$ cat config.mk
export PLATFORM = sky130hd
export DESIGN_NAME = rpr_ctrl
export DESIGN_NICKNAME = d
export VERILOG_FILES = /design/src/rtl/core/rpr_pkg.sv /design/src/rtl/core/rpr_ctrl.sv
export SDC_FILE = /design/constraint.sdc
export NUM_CORES = 1
export LEC_CHECK = 0
export ABC_AREA = 1
export BUFFER_PORTS_ARGS = -buffer_cell sky130_fd_sc_hd__buf_2
export CORE_AREA = 8 8 45 47
export DETAILED_ROUTE_END_ITERATION = 10
export DIE_AREA = 0 0 53 55
export PLACE_DENSITY_LB_ADDON = 0.1
export SYNTH_ARGS = -nofsm -noshare
export SYNTH_HDL_FRONTEND = slang
export SYNTH_SLANG_ARGS = --single-unit
$ cat constraint.sdc
create_clock -name clk -period 2.7 [get_ports clk]
set_clock_uncertainty 0.15 [all_clocks]
set_input_delay 0.405 -clock clk [delete_from_list [all_inputs] [get_ports clk]]
set_output_delay 0.405 -clock clk [all_outputs]
set_load 0.1 [all_outputs]
$ cat src/rtl/core/rpr_pkg.sv
// Shared constants, register map and controller/datapath command types of the resampler.
package rpr_pkg;

	// Register and field widths
	localparam int UP_W         = 6;
	localparam int DOWN_W       = 7;
	localparam int TAPS_W       = 13;
	localparam int CI_W         = 12;
	localparam int CV_W         = 18;
	localparam int SMP_W        = 16;
	localparam int PROD_W       = CV_W + SMP_W;
	localparam int FRAC_W       = 15;
	localparam int PHASE_W      = 7;
	localparam int PHASE_WORK_W = 8;

	// APB register map
	localparam int APB_AW = 4;
	localparam int APB_DW = 32;
	localparam logic [1:0] REG_UP   = 2'd0;
	localparam logic [1:0] REG_DOWN = 2'd1;
	localparam logic [1:0] REG_TAPS = 2'd2;

	localparam logic [UP_W-1:0]   UP_RST   = UP_W'(1);
	localparam logic [DOWN_W-1:0] DOWN_RST = DOWN_W'(1);
	localparam logic [TAPS_W-1:0] TAPS_RST = TAPS_W'(1);

	// Input word opcodes
	localparam logic OP_COEF   = 1'b0;
	localparam logic OP_SAMPLE = 1'b1;

	// Controller to datapath commands
	typedef struct packed {
		logic coef_wr;
		logic hist_push;
		logic out_start;
		logic mac_issue;
		logic out_load;
		logic out_last;
		logic phase_adv;
		logic phase_end;
	} rpr_cmd_t;

	// Datapath to controller status
	typedef struct packed {
		logic phase_lt_u;
		logic next_lt_u;
		logic tap_more;
		logic pipe_busy;
		logic out_free;
	} rpr_sts_t;

endpackage

$ cat src/rtl/core/rpr_ctrl.sv
// Sequencer: takes input words, walks the outputs due and the MAC loop of each.
module rpr_ctrl import rpr_pkg::*; (
	input  logic     clk,
	input  logic     arst_n,
	input  logic     in_valid,
	input  logic     in_opcode,
	output logic     in_ready,
	input  rpr_sts_t sts,
	output rpr_cmd_t cmd
);

	typedef enum logic [2:0] {
		S_IDLE,
		S_CHECK,
		S_MAC,
		S_DRAIN,
		S_EMIT
	} state_t;

	state_t state_q;
	state_t state_d;
	logic   in_acc;

	assign in_ready = (state_q == S_IDLE);
	assign in_acc   = in_valid & in_ready;

	// Next state and commands
	always_comb begin
		state_d = state_q;
		cmd     = '0;
		case (state_q)
			S_IDLE: begin
				cmd.coef_wr   = in_acc && (in_opcode == OP_COEF);
				cmd.hist_push = in_acc && (in_opcode == OP_SAMPLE);
				if (cmd.hist_push)
					state_d = S_CHECK;
			end
			S_CHECK: begin
				if (sts.phase_lt_u) begin
					cmd.out_start = 1'b1;
					state_d       = S_MAC;
				end else begin
					cmd.phase_end = 1'b1;
					state_d       = S_IDLE;
				end
			end
			S_MAC: begin
				if (sts.tap_more)
					cmd.mac_issue = 1'b1;
				else
					state_d = S_DRAIN;
			end
			S_DRAIN: begin
				if (!sts.pipe_busy)
					state_d = S_EMIT;
			end
			S_EMIT: begin
				if (sts.out_free) begin
					cmd.out_load  = 1'b1;
					cmd.out_last  = !sts.next_lt_u;
					cmd.phase_adv = 1'b1;
					state_d       = S_CHECK;
				end
			end
			default: state_d = S_IDLE;
		endcase
	end

	always_ff @(posedge clk or negedge arst_n) begin
		if (!arst_n)
			state_q <= S_IDLE;
		else
			state_q <= state_d;
	end

	// A result only goes into a free output register
	a_load_free: assert property (@(posedge clk) disable iff (!arst_n)
		cmd.out_load |-> sts.out_free)
		else $error("result loaded over a waiting word");

	// A tap is only fetched while taps remain
	a_issue_more: assert property (@(posedge clk) disable iff (!arst_n)
		cmd.mac_issue |-> sts.tap_more)
		else $error("tap fetched past end of branch");

	// A sample push always leads to the output check
	a_push_check: assert property (@(posedge clk) disable iff (!arst_n)
		cmd.hist_push |=> !in_ready)
		else $error("input taken before sample handled");

endmodule

# After elaboration in Yosys (flattened, before gate mapping)

Cells that the tools add are included.

Add/subtract/negate cells: 0
$mul: 0
Divide/modulo/power cells: 0
Order comparisons: 0
Equality and inequality tests: 8
Shift operators: 0
Mux-type cells: 15
Bitwise logic cells: 2
Reduce and logical (&&, ||, !) cells: 5

Operators with widths:

| cell                 | number |
|---|---|
| $mux W3              | 6 |
| $pmux W3 S5          | 1 |
| $eq A3 B2 Y1 const B | 2 |
| $mux W1              | 6 |
| $ne A2 B2 Y1 const B | 3 |
| $mux W2              | 2 |
| $reduce_and A4 Y1    | 1 |
| $eq A3 B1 Y1 const B | 1 |
| $eq A3 B3 Y1 const B | 1 |
| $logic_not A3 Y1     | 1 |
| $logic_and A1 B1 Y1  | 2 |
| $ne A2 B1 Y1 const B | 1 |
| $and A1 B1 Y1        | 1 |
| $logic_not A1 Y1     | 1 |
| $not A1 Y1           | 1 |

Flip-flop bits (word level): 3
Bits in latches: 0
RAM bits: 0
Memory bits (read-only): 0
Bits of input ports: 9
Output and inout bits: 9
Logic and storage cells: 31
Memories: 0

# Logic depth before layout (Yosys ltp)

Depth in word-level cells: 5
Depth in mapped cells: 6
Gate-level depth less buffers: 6

# Worst setup path before layout

Ideal clock, no wire load.

Path kind: register to output
Start: register state_q[2]
End: output port cmd[6] (netlist name)
Arrival time: 3.226 ns
Setup slack: -1.081 ns
Cell stages (with the launch flop): 4
Cell sequence: dfrtp_1 nor3_2 nand2_1 nor2_1

RTL lines:

| what                     | RTL line       | text |
|---|---|---|
| start: declaration       | rpr_ctrl.sv:20 | `state_t state_q;` |
| start signal: assignment | rpr_ctrl.sv:73 | `state_q <= state_d;` |
| end: declaration         | rpr_ctrl.sv:9  | `output rpr_cmd_t cmd` |

==> impl_metrics.py <==
metrics = {
    "route": {
        "drc_errors": 0,
        "viasPerCell": 4.104,
        "wl_microns": 745,
        "drtAntennaViolNets": 0,
        "first_iter_violations": 5,
        "wire_per_inst_microns": 9.675,
        "first_pass_iters": 4,
        "routed-via-count": 316,
    },
    "critical_path": {
        "worst-r2r-setup-slack_ns": 1.38,
        "worstPathRequired_ns": 2.14,
        "crit_path_start_kind": "flop",
        "worstPathArrival_ns": 1.57,
        "end_kind": "output port",
        "worstSetupPathType": "flop to output port",
        "crit_fanout": 7,
    },
    "timing": {
        "setup_viol": 0,
        "final.period_utilization_pct": 78.82,
        "timing.final.max_slew_violations": 0,
        "fin_crit_ns": 2.128,
        "worst_pin_slew_ns": 0.4908,
        "whs_ns": 0.3275,
        "slew-limit-headroom_pct": 67.50,
        "rsz0062_at_grt": "false",
        "finalHoldViolations": 0,
        "fmax_mhz": 469.9,
    },
    "grt": {
        "overflow": 0,
        "grt_pass1_vias": 313,
        "antenna_found_initial": 0,
        "gr-usage-all-layers_pct": 6.188,
        "grt_pass1_wl_microns": 1366,
        "grt_max_degree": 8,
    },
    "cts": {
        "clk_pin_slew_ns": 0.04,
        "clock_latency_ns": 0.23,
        "post_cts_buffers": 0,
        "cts_made_buffers": 3,
        "cts.sinks": 3,
        "cts_tree": "built",
        "h-tree-depth": 1,
        "cts_root_buf": "clkbuf_4",
        "cts.path.max_buffers": 2,
    },
    "logic_synthesis": {
        "synth.avg_cell_area_sq_um": 6.319,
        "synth.yosys.seq_area_share_pct": 29.70,
        "yosysWarnings": 0,
        "synth_area_sq_um": 252.7,
        "syn_nets": 49,
        "ys_types": 15,
        "synth_seq_cells": 3,
        "synthCells": 40,
    },
    "floorplan": {
        "start_util_pct": 18.26,
        "dieWidth_microns": 53,
        "rows": 14,
        "coreArea_sq_mm": 0.001384,
        "die_h_microns": 55,
        "ios": 18,
        "die_area_sq_mm": 0.002915,
    },
    "placed_design": {
        "place.port_buffers": 17,
        "dpl-instance-area_sq_um": 369.1,
        "hpwl_microns": 618.2,
        "gp_congestion": 0.7108,
    },
    "worst_hold_path": {
        "hp-class": "input port to flop",
    },
    "cells_and_area": {
        "synthToLayoutAreaGrowth_pct": 60.40,
        "largest_reg_flops": 3,
        "fin_nets": 71,
        "top_regs": "state_q (3)",
        "antennaDiodeCount": 0,
        "drive_gt1_share_pct": 50.82,
        "design_area_sq_um": 405.4,
        "largest_register": "state_q",
    },
    "run_status": {
        "status": "completed",
    },
    "flow_run": {
        "cap_violations": 0,
    },
}
cell usage after synthesis:
master,n,area share [%]
nand4_1,1,2.5
nand3_1,4,7.9
a21oi_1,1,2.0
dfrtp_1,3,30
nand2_1,5,7.4
nor3_2,1,4.0
inv_1,6,8.9
buf_4,1,3.0
nor3_1,3,5.9
inv_2,3,4.5
nor2_2,2,4.9
nand3_2,1,4.0
nor2_1,7,10
o21bai_1,1,3.0
o21ai_1,1,2.0
final timing paths:
kind,startpoint,to,cells after the start
max in group asynchronous,arst_n,state_q[0]$_DFFE_PN0P_,2
min in group asynchronous,arst_n,state_q[1]$_DFFE_PN0P_,2
min,sts[1],state_q[0]$_DFFE_PN0P_,3
max,state_q[2]$_DFFE_PN0P_,cmd[6],4
min reg2reg,state_q[1]$_DFFE_PN0P_,state_q[0]$_DFFE_PN0P_,2
max reg2reg,state_q[1]$_DFFE_PN0P_,state_q[1]$_DFFE_PN0P_,6
metal layers:
layer / global-route usage, % / routed length [microns] / vias to the layer above
li1: - / - / 169
met1: 7.339 / 271 / 141
met2: 9.375 / 411 / 6
met3: 1.337 / 62 / 0
met4: 5.172 / 0 / 0
met5: 0 / 0 / -
cell usage in the layout (no fill, tap or decap), drive strengths merged:
| cell | instances |
|---|---|
| a21oi | 1 |
| buf | 17 |
| clkbuf | 4 |
| dfrtp | 3 |
| dlygate4sd3 | 1 |
| inv | 9 |
| nand2 | 5 |
| nand3 | 5 |
| nand4 | 1 |
| nor2 | 9 |
| nor3 | 4 |
| o21ai | 1 |
| o21bai | 1 |
timing repair:
item | 4_1_cts | 5_1_grt
gates resized for setup | 0 | 0
hold buffers | 1 | 0
endpoints found under the hold margin | 3 | 0
layout make-up:
| type | instances | area [sq um] |
|---|---|---|
| clock buffers | 4 | 26.28 |
| inverters | 9 | 33.78 |
| well taps | 16 | 20.02 |
| repair buffers | 18 | 95.09 |
| multi-input cells | 27 | 155.1 |
| fillers | 164 | 978.4 |
| flip-flops and latches | 3 | 75.07 |
critical path, cell delays in order, from the launching register on:
cell and delay, ns:
dfrtp_1 0.48, nor3_4 0.24, nand2_1 0.12, nor2_2 0.08, buf_2 0.42
stage by stage:
step	setup slack (ns)	utilization [%]	setup TNS, ns	cells
2_1_floorplan	-0.2303	-	-0.4607	40
3_3_place_gp	0.8260	26.67	0	72
6_report	0.5719	29.29	0	77
4_1_cts	0.5528	29.29	0	77
5_1_grt	0.4536	29.29	0	77
3_5_place_dp	0.8191	26.67	0	72
kinds of logic (layout without fill, tap and decap cells):
kind of cell / after synthesis / in the layout / synth area share (%)
AOI/OAI and AO/OA: 3 / 3 / 6.928
buffers and inverters: 10 / 31 / 16.34
DFF: 3 / 3 / 29.70
and+or+nand+nor: 24 / 24 / 47.03
Power is left out: the tool's default activity adds up to more than one toggle a clock period on the data nets, which glitch-free logic cannot reach.
