File: config.mk
export PLATFORM = sky130hd
export DESIGN_NAME = rpr_regs
export DESIGN_NICKNAME = d
export VERILOG_FILES = /design/src/rtl/core/rpr_pkg.sv /design/src/rtl/core/rpr_regs.sv
export SDC_FILE = /design/constraint.sdc
export NUM_CORES = 1
export LEC_CHECK = 0
export ABC_CLOCK_PERIOD_IN_PS = 960
export BUFFER_PORTS_ARGS = -buffer_cell sky130_fd_sc_hd__buf_2
export CAP_MARGIN = 20
export CORE_MARGIN = 2
export CORE_UTILIZATION = 35
export DETAILED_ROUTE_END_ITERATION = 10
export PLACE_DENSITY = 0.71
export SLEW_MARGIN = 20
export SYNTH_ARGS = -nofsm -noshare
export SYNTH_HDL_FRONTEND = slang
export SYNTH_SLANG_ARGS = --single-unit
File: constraint.sdc
create_clock -name clk -period 0.96 [get_ports clk]
set_input_delay 0.048 -clock clk [delete_from_list [all_inputs] [get_ports clk]]
set_output_delay 0.048 -clock clk [all_outputs]
set_load 0.02 [all_outputs]
File: src/rtl/core/rpr_pkg.sv
// Shared constants, register map and controller/datapath command types of the resampler.
package rpr_pkg;

	// Register and field widths
	localparam int UP_W         = 6;
	localparam int DOWN_W       = 7;
	localparam int TAPS_W       = 13;
	localparam int CI_W         = 12;
	localparam int CV_W         = 18;
	localparam int SMP_W        = 16;
	localparam int PROD_W       = CV_W + SMP_W;
	localparam int FRAC_W       = 15;
	localparam int PHASE_W      = 7;
	localparam int PHASE_WORK_W = 8;

	// APB register map
	localparam int APB_AW = 4;
	localparam int APB_DW = 32;
	localparam logic [1:0] REG_UP   = 2'd0;
	localparam logic [1:0] REG_DOWN = 2'd1;
	localparam logic [1:0] REG_TAPS = 2'd2;

	localparam logic [UP_W-1:0]   UP_RST   = UP_W'(1);
	localparam logic [DOWN_W-1:0] DOWN_RST = DOWN_W'(1);
	localparam logic [TAPS_W-1:0] TAPS_RST = TAPS_W'(1);

	// Input word opcodes
	localparam logic OP_COEF   = 1'b0;
	localparam logic OP_SAMPLE = 1'b1;

	// Controller to datapath commands
	typedef struct packed {
		logic coef_wr;
		logic hist_push;
		logic out_start;
		logic mac_issue;
		logic out_load;
		logic out_last;
		logic phase_adv;
		logic phase_end;
	} rpr_cmd_t;

	// Datapath to controller status
	typedef struct packed {
		logic phase_lt_u;
		logic next_lt_u;
		logic tap_more;
		logic pipe_busy;
		logic out_free;
	} rpr_sts_t;

endpackage

File: src/rtl/core/rpr_regs.sv
// APB configuration registers: up factor, down factor and tap count.
module rpr_regs import rpr_pkg::*; (
	input  logic              clk,
	input  logic              arst_n,
	input  logic              psel,
	input  logic              penable,
	input  logic              pwrite,
	input  logic [APB_AW-1:0] paddr,
	input  logic [APB_DW-1:0] pwdata,
	output logic [APB_DW-1:0] prdata,
	output logic              pready,
	output logic [UP_W-1:0]   up_factor,
	output logic [DOWN_W-1:0] down_factor,
	output logic [TAPS_W-1:0] tap_count
);

	logic              wr_en;
	logic [1:0]        reg_idx;
	logic [UP_W-1:0]   up_q;
	logic [DOWN_W-1:0] down_q;
	logic [TAPS_W-1:0] taps_q;

	assign pready  = 1'b1;
	assign wr_en   = psel & penable & pwrite;
	assign reg_idx = paddr[3:2];

	// Register writes
	always_ff @(posedge clk or negedge arst_n) begin
		if (!arst_n) begin
			up_q   <= UP_RST;
			down_q <= DOWN_RST;
			taps_q <= TAPS_RST;
		end else if (wr_en) begin
			case (reg_idx)
				REG_UP:   up_q   <= pwdata[UP_W-1:0];
				REG_DOWN: down_q <= pwdata[DOWN_W-1:0];
				REG_TAPS: taps_q <= pwdata[TAPS_W-1:0];
				default:  ;
			endcase
		end
	end

	// Read mux
	always_comb begin
		case (reg_idx)
			REG_UP:   prdata = APB_DW'(up_q);
			REG_DOWN: prdata = APB_DW'(down_q);
			REG_TAPS: prdata = APB_DW'(taps_q);
			default:  prdata = '0;
		endcase
	end

	assign up_factor   = up_q;
	assign down_factor = down_q;
	assign tap_count   = taps_q;

endmodule

# Word level (Yosys, flattened, before mapping)
# Cells that the tools add are included.
[word_totals]
output_inout_bits = 59
regBits = 26
word_cells = 12
inputBits = 41
[classes]
n_eq_ne = 2
mux = 1
bitwise_logic = 2
reduce_logical = 4
[ops]
columns = ["op", "n"]
rows = [
  ["one-hot mux 13 bit (3 select lines)", 1],
  ["AND reduction 2 bit", 3],
  ["AND 1 bit", 2],
  ["equality test 2 x 1 -> 1 bit (second input constant)", 1],
  ["equality test 2 bit (second input constant)", 1],
  ["logical NOT 2 bit", 1],
]

# Logic depth before layout (Yosys ltp)
[logic_depth]
word_depth = 3
depth_mapped = 5
depth_no_buf = 3

# Worst setup path after synthesis
# OpenSTA, ideal clock, no wires.
[synth_path]
path_type = "register to output"
start = "register taps_q[0] (netlist: tap_count[0])"
end = "output prdata[0]"
path_slack_ps = -230
stages_incl_launch_ff = 3
arrival_ps = 1142
required_ps = 912
n_path_buf = 0
path_cell_list = "dfstp_2 -> mux2i_1 -> o21ai_0"
[synth_between]
elab_chain_len = 1
[synth_lines]
columns = ["item", "line", "source"]
rows = [
  ["from (decl)", "rpr_regs.sv:21", "logic [TAPS_W-1:0] taps_q;"],
  ["from (signal assigned)", "rpr_regs.sv:37", "REG_TAPS: taps_q <= pwdata[TAPS_W-1:0];"],
  ["one-hot mux 13 bit (3 select lines)", "rpr_regs.sv:45", "case (reg_idx)"],
  ["to (decl)", "rpr_regs.sv:10", "output logic [APB_DW-1:0] prdata,"],
]
# No other way between the ends.

# Worst setup path in the final report
[layout_path]
start = "register up_q[0] (netlist: up_factor[0])"
end = "output prdata[0]"
[layout_between]
elab_chain_len = 1
[layout_lines]
columns = ["item", "line", "source"]
rows = [
  ["from (decl)", "rpr_regs.sv:19", "logic [UP_W-1:0] up_q;"],
  ["from (signal assigned)", "rpr_regs.sv:35", "REG_UP: up_q <= pwdata[UP_W-1:0];"],
  ["one-hot mux 13 bit (3 select lines)", "rpr_regs.sv:45", ""],
]
# No other way between the ends.

==> results summary <==
The via count came out at about 1100. The via count of the first global-routing pass is 1028. The final net count is 245. The switching share of power came out at between 30% and 40%.

The internal power of the cells came out at between 2 and 3 mW. The initialized floorplan defines 22 standard-cell rows. The analysis attributes to cell leakage a power of roughly 1.2 nW. The final-report hold violation count was 0. The iteration-0 DRC count of the detailed router is 14. The pre-CTS setup slack is -0.290 ns. The number of synthesized register bits came out at 26. The die covers approximately 4500 µm².

For this run, the top clock speed supported by timing is between 0.8 and 0.9 GHz. The global placement routability congestion came out at around 0.75. Clock tree synthesis selected as its root buffer the cell sky130_fd_sc_hd__clkbuf_8.

The first TritonRoute pass finished after 4 iterations. The largest family of logic cells by synthesized area is multiplexers. The netlist uses 19 different library cells. The run finished, with violations left. The repair_antennas step left the layout with diodes totalling 0. The combinational group share of total power came out at between 40 and 50%. The number of buffers created by CTS is 3. Detailed placement finished with a half-perimeter wire length of around 2300 µm. The number of inserted filler cells in the final layout is 301.

The die width is about 67 µm. Summed over its instances, the top area cell type makes up about two fifths of the synthesized netlist area. The post-synthesis area per instance is approximately 13 µm². Between clock sinks in the finished design, the worst skew comes to 0 ns. The number of setup violations in the final report is 20.

The sum of routed wire length over all layers came out at 3270 µm. The relative area change from synthesis to final layout is 60.5%. The post-route netlist has roughly two thirds of its cells at a drive strength greater than 1. The latest clock arrival within the worst-skew pair is around 0.27 ns.

In the synthesized netlist, the cells that appear most often are sky130_fd_sc_hd__dfrtp_1, sky130_fd_sc_hd__buf_4, sky130_fd_sc_hd__mux2_2. In this run the number of H-tree levels came out at 1. The checks that failed: setup timing.

After global routing the overflow that remains totals 0. The switching power of the nets is 1.46 mW. The clock-pin slew reported for the worst setup and hold paths after clock tree synthesis came out at roughly 0.09 ns. The first global-routing pass estimated about 5000 µm of wire. The utilization of the core after routing came out at between 50% and 60%. The number of antenna violations at the first check in global routing came out at 0.

The max-capacitance violation count is 0. After synthesis, the cell types taking the most area are sky130_fd_sc_hd__dfrtp_1, sky130_fd_sc_hd__mux2_2, sky130_fd_sc_hd__buf_4. The power density over cell area is a little under 2000 nW/µm².

The clock tree from TritonCTS is done. Yosys instantiated no cell more often than sky130_fd_sc_hd__dfrtp_1. The proportion of power drawn by flip-flops and latches came out at a little over a third. The worst path uses 125% of the clock period. The worst setup path is captured at an output pin. Setup repair after global routing could not meet its margin everywhere. The maximum ir drop on the vdd rail is 0.00153 V. For this run, the register share of the synthesized area comes to between 40% and 50%. The number of enable-type register cells in the synthesized netlist came out at 0. The path class of the tightest hold or removal check is in -> reg.

The required arrival time at the worst endpoint came out at between 0.9 and 1 ns. The adder and majority gate portion of the synthesized area came out at 0%. No sink is reached through more buffers than the 2 on the longest clock path.

The post-synthesis compound-gate area fraction came out at under 10%. During I/O placement, the number of pins put on the boundary was 100. The total number of clock tree sinks is 26. The biggest fanout along the worst timing path is 2. The worst endpoint data arrival time is around 1.2 ns.

Counting every instance in the synthesized netlist gives 110. The routed length per placed instance came out at 13.0 µm. In the synthesized netlist, mux cells make up 27.5% of the area. The number of antenna-violating nets in the routed design came out at 0.

The summed instance area of the synthesized netlist is between 1000 and 1500 µm². The core region is ~3700 µm². Adding up every negative setup slack in the final design gives -1.40 ns.

The setup slack of the critical path after layout is -0.241 ns. The minimum clock period came out at ~1.2 ns. The clock network fraction of design power came out at between 15 and 20%.

In the routed layout, each cell is associated on average with a via count of approximately 4.3. The critical path is of the reg -> out type. Port buffering added just under 60 buffers. The count of yosys warnings during synthesis is 0.

The height of the die is roughly 67 µm. The type of element launching the critical path is a register. The share of async-settable or async-resettable flops after synthesis is between 90% and 100%. The initial core utilization is between 30% and 40%. The area share of and/or/nand/nor cells after synthesis came out at ~7.9%.

Entering global routing, the biggest net connects 27 pins. The post-synthesis xor/xnor area fraction is 0%. The synthesized design spends more area on one cell type than any other, namely sky130_fd_sc_hd__dfrtp_1. The total power came out at between 4 and 5 mW. The most used flip-flop cell after synthesis is sky130_fd_sc_hd__dfrtp_1. The final max-slew violation count is 0.

The overall fraction of global-route tracks in use came out at around 15%. The final routed DRC violation total is 0.
==> layout make-up <==
type | instances | area (µm²) | area share, %
timing repair buffer | 96 | 783 | 35.4
multi-input combinational | 77 | 658 | 29.8
sequential | 26 | 654 | 29.6
tap | 48 | 60.1 | 2.72
clock buffer | 4 | 55.1 | 2.49
==> path summary, 6_finish.rpt <==
path | start | endpoint | slack, ns | cells after the start
setup / recovery | up_factor[0] | prdata[0] | -0.24 | 3
hold / removal | pwdata[11] | tap_count[11] | 0.01 | 2
setup reg to reg | tap_count[10] | tap_count[10] | 0.06 | 2
hold reg to reg | tap_count[12] | tap_count[12] | 0.54 | 1
max in group asynchronous | arst_n | down_factor[0] | 0.38 | 3
min in group asynchronous | arst_n | up_factor[3] | 0.29 | 3
==> layout by cell type, fill, tap and decap left out, drive strengths merged <==
cell,Yosys,routed
dfrtp,23,23
nand2,6,6
mux2,26,26
nor3b,1,1
nand3,1,1
nor3,1,1
nor2b,2,2
buf,24,91
and2,6,6
o21ai,6,6
a22o,1,1
conb,2,20
mux2i,6,6
or3b,1,1
clkbuf,1,4
dfstp,3,3
dlygate4sd3,0,5
==> stage by stage <==
stage | cells | hold WS, ns | instance area [µm²]
floorplan | 128 | -0.248 | 1510
global placement | 226 | 0.0548 | 1780
detailed placement | 226 | 0.0569 | 1780
CTS | 246 | 0.00138 | 2120
global route | 251 | 0.00514 | 2210
finish | 251 | 0.0122 | 2210
==> power groups by stage <==
stage / combinational (mW) / clock, mW / sequential [mW]
detailed placement: 1.41 / 0 / 1.58
global route: 2.17 / 0.779 / 1.60
floorplan: 0.670 / 0 / 1.88
finish: 2.04 / 0.706 / 1.56
global placement: 1.39 / 0 / 1.58
CTS: 1.94 / 0.722 / 1.54
==> routing by layer <==
metal	part of all wire, %	wire length (µm)	GRT usage, %	vias to the layer above
met5	0	0	0	-
met4	0.21	7	1.53	0
met3	7.0	228	4.05	2
met2	54	1770	28.7	52
met1	39	1260	17.2	515
li1	-	-	-	518
==> kinds of logic after synthesis <==
logic type      Yosys count
flops                    26
mux                      32
compound gates            7
buf+inv                  25
other cells               2
simple gates             18
==> sequential cells by signal, indices dropped and copies added, names as in the netlist <==
register / count
tap_count: 13
down_factor: 7
up_factor: 6
==> worst max-delay path, stage by stage (launching register included) <==
cell	delay, ns
sky130_fd_sc_hd__dfstp_2	0.55
sky130_fd_sc_hd__mux2i_1	0.06
sky130_fd_sc_hd__o21ai_1	0.12
sky130_fd_sc_hd__buf_4	0.15
==> repair_timing <==
action | CTS | global route
buffers inserted | 15 | 2
setup endpoints to repair | 16 | 30
hold buffers | 1 | 4
gates resized for setup | 53 | 13
endpoints found under the hold margin | 23 | 4
Power figures use the tool's default switching activity.
